$ cat config.mk
export PLATFORM = sky130hd
export DESIGN_NAME = efr_div
export DESIGN_NICKNAME = d
export VERILOG_FILES = /design/src/rtl/core/efr_pkg.sv /design/src/rtl/core/efr_div.sv
export SDC_FILE = /design/constraint.sdc
export NUM_CORES = 1
export LEC_CHECK = 0
export BUFFER_PORTS_ARGS = -buffer_cell sky130_fd_sc_hd__buf_2
export CORE_MARGIN = 4
export CORE_UTILIZATION = 55
export DETAILED_ROUTE_END_ITERATION = 6
export PLACE_DENSITY_LB_ADDON = 0.1
export SETUP_SLACK_MARGIN = 0.05
export SLEW_MARGIN = 40
export SYNTH_ARGS = -nofsm -noshare
export SYNTH_HDL_FRONTEND = slang
export SYNTH_SLANG_ARGS = --single-unit
$ cat constraint.sdc
create_clock -name i_clk -period 3.83 [get_ports i_clk]
set_clock_uncertainty 0.2 [all_clocks]
set_input_delay 0.1915 -clock i_clk [delete_from_list [all_inputs] [get_ports i_clk]]
set_output_delay 0.1915 -clock i_clk [all_outputs]
set_load 0.1 [all_outputs]
$ cat src/rtl/core/efr_pkg.sv
// shared types and constants for the ellipse fit residual block
// no dependencies
package efr_pkg;
    localparam int unsigned RES_W = 20;
    localparam logic [19:0] RES_MAX = 20'hFFFFF;
    localparam logic [19:0] RES_ONE = 20'h10000;
    localparam logic [15:0] AXIS_MIN = 16'd32;
    localparam logic [14:0] ANGLE_FULL = 15'd23040;
    localparam logic [14:0] ANGLE_QUARTER = 15'd5760;
    localparam int unsigned CORDIC_STEPS = 18;

    localparam logic [2:0] REG_CX = 3'd0;
    localparam logic [2:0] REG_CY = 3'd1;
    localparam logic [2:0] REG_FW = 3'd2;
    localparam logic [2:0] REG_FH = 3'd3;
    localparam logic [2:0] REG_TILT = 3'd4;

    typedef enum logic [9:0] {
        S_IDLE = 10'b0000000001,
        S_ANG  = 10'b0000000010,
        S_CORD = 10'b0000000100,
        S_ROT  = 10'b0000001000,
        S_DIVX = 10'b0000010000,
        S_DIVY = 10'b0000100000,
        S_SQ   = 10'b0001000000,
        S_MEAN = 10'b0010000000,
        S_FIN  = 10'b0100000000,
        S_OUT  = 10'b1000000000
    } t_state;

    function automatic logic [22:0] atan_lut(input logic [4:0] i);
        logic [22:0] v;
        begin
            case (i)
                5'd0: v = 23'd2949120;
                5'd1: v = 23'd1740967;
                5'd2: v = 23'd919879;
                5'd3: v = 23'd466945;
                5'd4: v = 23'd234379;
                5'd5: v = 23'd117305;
                5'd6: v = 23'd58666;
                5'd7: v = 23'd29335;
                5'd8: v = 23'd14668;
                5'd9: v = 23'd7334;
                5'd10: v = 23'd3667;
                5'd11: v = 23'd1833;
                5'd12: v = 23'd917;
                5'd13: v = 23'd458;
                5'd14: v = 23'd229;
                5'd15: v = 23'd115;
                5'd16: v = 23'd57;
                5'd17: v = 23'd29;
                default: v = 23'd0;
            endcase
            return v;
        end
    endfunction
endpackage

$ cat src/rtl/core/efr_div.sv
// shared restoring divider, one quotient bit per cycle
// uses efr_pkg for nothing beyond style; standalone
module efr_div
    import efr_pkg::*;
#(
    parameter int NUM_W = 40,
    parameter int DEN_W = 24
) (
    input  logic             i_clk,
    input  logic             i_rst_n,
    input  logic             i_start,
    input  logic [NUM_W-1:0] i_num,
    input  logic [DEN_W-1:0] i_den,
    output logic             o_done,
    output logic [NUM_W-1:0] o_quot
);
    localparam int CW = $clog2(NUM_W + 1);
    logic [NUM_W-1:0] r_q, n_q;
    logic [DEN_W:0]   r_rem, n_rem;
    logic [DEN_W-1:0] r_den;
    logic [CW-1:0]    r_cnt;
    logic             r_busy;
    logic [DEN_W:0]   w_trial;
    logic [DEN_W:0]   w_sub;

    always_comb begin
        w_trial = {r_rem[DEN_W-1:0], r_q[NUM_W-1]};
        w_sub = w_trial - {1'b0, r_den};
        n_q = {r_q[NUM_W-2:0], 1'b0};
        n_rem = w_trial;
        if (w_trial >= {1'b0, r_den}) begin
            n_rem = w_sub;
            n_q[0] = 1'b1;
        end
    end

    always_ff @(posedge i_clk) begin
        if (!i_rst_n) begin
            r_busy <= 1'b0;
            r_cnt <= '0;
            o_done <= 1'b0;
        end else begin
            o_done <= 1'b0;
            if (i_start) begin
                r_busy <= 1'b1;
                r_cnt <= CW'(NUM_W);
            end else if (r_busy) begin
                r_cnt <= r_cnt - 1'b1;
                if (r_cnt == CW'(1)) begin
                    r_busy <= 1'b0;
                    o_done <= 1'b1;
                end
            end
        end
    end

    always_ff @(posedge i_clk) begin
        if (i_start) begin
            r_q <= i_num;
            r_rem <= '0;
            r_den <= i_den;
        end else if (r_busy) begin
            r_q <= n_q;
            r_rem <= n_rem;
        end
    end
    assign o_quot = r_q;
endmodule

==> results.cfg <==
[timing]
timing.setup.tns_ns = 0
fin_crit_sh_pct = 82.1
worst_pin_slew_ns = 0.683
maxSlewViolCount = 0
rsz0062_at_grt = no
finalHoldViolations = 0
setup_viol = 0
max_freq_mhz = 318
relSlewSlack_pct = 54.4
post-route-min-period_ns = 3.15

[clocking]
cts-root-buf = clkbuf_8
cts_buffer_depth = 2
cts_tree = built
cts_buffers = 9
h-tree-depth = 3
post-cts-setup-buffers = 0
clk_pin_slew_worst_paths_ns = 0.09
clk_latency_ns = 0.36
clock-sinks = 96

[placement]
place.gp.congestion = 0.930
port-buffer-count = 107
dp_hpwl_um = 8510
placed_area_um2 = 5890

[drt]
viasPerCell = 5.57
wl_per_cell_um = 16.6
vias = 4422
wl_met2_um = 6500
top_layer_used = met4
final_antenna_net_count = 0
wl_met1_um = 5510
dr_wl_met3_um = 864
drt_first_pass_iters = 5
wirelength_um = 13200
drcViolationCount = 0
drt-initial-drc-count = 234

[synth]
synth-edff-count = 64
netlist_area_um2 = 5280
async_reset_ff_share_pct = 0
synth_common_cells = edfxtp_1, mux2_2, nor2_1, nand2_1, inv_1
ys.flop_type = edfxtp_1
synth.ff_latch_count = 96
yosysWarnings = 0
synth_area_leader_cell = edfxtp_1
syn_inst = 497
synth.area.top_cells = edfxtp_1, dfxtp_1, mux2_2
syn_nets = 591
seq_area_frac_synth_pct = 48.5
yosysUniqueCellTypes = 59
synth_top_area_share_pct = 36.4
synth_most_common_cell = edfxtp_1
synth.avg_cell_area_um2 = 10.6

[min_path]
holdPathEnd = r_cnt[1]
holdPathStages = 2
hold_class = register to register
min-delay-start = r_cnt[1]

[layout]
n_fill_cell = 652
area_delta_synth_final_pct = 29.0
drive_gt1_share_pct = 26.6
final_nets = 754
final_cell_area_um2 = 6810
num_antenna_cells = 0

[worst_setup_path]
rr_worst_depth = 11
critPathLaunchType = register
reg2reg_setup_slack_ns = 0.68
arrival_ns = 3.20
critical_path.max_stage_delay_ns = 0.47
reg2reg_from = o_quot[39]
cpMostUsedCell = inv_1
cp_cell_sequence = inv_1 > ha_1 > inv_1 > fa_1 > a211oi_2 > o21ai_1 > a2111oi_0 > nor3_1 > xor2_1 > mux2_4 > a22o_1
worstPathMaxFanout = 3
critical_path_required_ns = 3.88
rr_endpoint = r_rem[12]
critPathSlowestCell = a2111oi_0
path_buf_inv = 2
path_class = register to register
crit_family = compound AO/OA/AOI/OAI gates
worst_setup_path_end_kind = register

[grt]
grt_pass1_wl_um = 21600
first_global_vias = 4505
grt.total_usage_pct = 23.8
grt_start_max_net_pins = 42
antenna_found_initial = 0
overflow = 0

[outcome]
status = finished clean

[pwr]
powerDensity_nw_per_um2 = 451
p_leak_nw = 2.86
ir_drop_mv = 0.340

[floorplan]
coreArea_um2 = 9280
fp-row-count = 35
dieArea_um2 = 11200
die_y_um = 106
initial_core_util_pct = 56.9
chipWidth_um = 106
ios = 108

[flow_run]
maxCapViolations = 0
==> how the worst max path moves through the flow <==
stage                     startpoint        end  slack [ns]  depth (start not counted)
after floorplan           o_quot[39]  r_rem[12]        0.47                         11
after global placement    o_quot[39]  r_rem[12]        0.83                         11
after detailed placement  o_quot[39]  r_rem[12]        0.75                         11
after CTS                 o_quot[39]  r_rem[12]        0.69                         11
after global routing      o_quot[39]  r_rem[22]        0.47                         11
final                     o_quot[39]  r_rem[12]        0.68                         11
==> cell type report <==
type                       count  area (µm²)  area share [%]
clock buffer                  10         128            1.87
multi-input combinational    341        2460            36.2
inverter                      34         128            1.87
tap                          129         161            2.37
timing repair buffer         178        1230            18.1
clock inverter                 6         138            2.02
sequential                    96        2560            37.6
==> report_power, final <==
group / internal [W] / switching, W
sequential: 0.00121 / 0.0000497
clock: 0.000505 / 0.000370
combinational: 0.000292 / 0.000647
total: 0.00201 / 0.00107
==> worst min-delay path, delay by kind of cell (launching register included) <==
family           cells  cell delay, ns
flip-flops           1            0.33
AND/OR/NAND/NOR      1            0.09
AO/OA/AOI/OAI        1            0.04
==> logic make-up (layout without fill, tap and decap cells) <==
| group | after synthesis | after routing | share of synthesized area [%] |
|---|---|---|---|
| AND/OR/NAND/NOR | 138 | 138 | 12.4 |
| AO/OA/AOI/OAI | 109 | 109 | 14.4 |
| flip-flops | 96 | 96 | 48.5 |
| buffers and inverters | 60 | 228 | 4.86 |
| multiplexers | 46 | 46 | 9.78 |
| adder cells (fa/ha/maj) | 27 | 27 | 6.54 |
| XOR/XNOR | 21 | 21 | 3.48 |
==> registers in the layout, summed over array words and instances (netlist names) <==
signal	count
o_done	1
o_quot	40
r_busy	1
r_cnt	6
r_den	24
r_rem	24
==> through the flow <==
| step | total power [W] | setup slack (ns) | cells | hold slack, ns | util [%] |
|---|---|---|---|---|---|
| finish | 0.00307 | 0.684 | 794 | 0.301 | 73.4 |
| floorplan | 0.00198 | 0.471 | 497 | 0.0904 | - |
| CTS | 0.00307 | 0.694 | 794 | 0.305 | 73.4 |
| global route | 0.00320 | 0.469 | 794 | 0.317 | 73.4 |
| global placement | 0.00214 | 0.831 | 713 | 0.168 | 63.5 |
| detailed placement | 0.00215 | 0.747 | 713 | 0.170 | 63.5 |
==> metal layers <==
metal | vias up | GRT usage [%]
met5 | - | 0
met4 | 0 | 8.33
met3 | 28 | 4.86
met2 | 170 | 41.6
met1 | 2057 | 29.3
li1 | 2167 | -
==> what timing repair did <==
| action | in CTS | in global routing |
|---|---|---|
| hold buffers | 65 | 0 |
| hold endpoints to repair | 68 | 0 |
| resized for setup | 0 | 0 |
==> layout by cell type (no fill, tap or decap), types with 5 or more instances in the layout <==
master	instances
xor2_1	10
nor2_1	39
a211oi_1	7
a32oi_1	7
mux2_2	41
buf_2	107
nand2_1	37
dfxtp_1	32
o21a_1	7
a21o_1	7
nand3_1	14
buf_4	6
dlygate4sd3_1	65
o21ai_0	19
nand4_1	5
ha_1	26
edfxtp_1	64
clkbuf_8	9
a311oi_1	8
xnor2_1	11
nor3_1	8
a21oi_1	21
inv_1	34
nor2b_1	5
and3_1	9
Power figures use the tool's default switching activity.
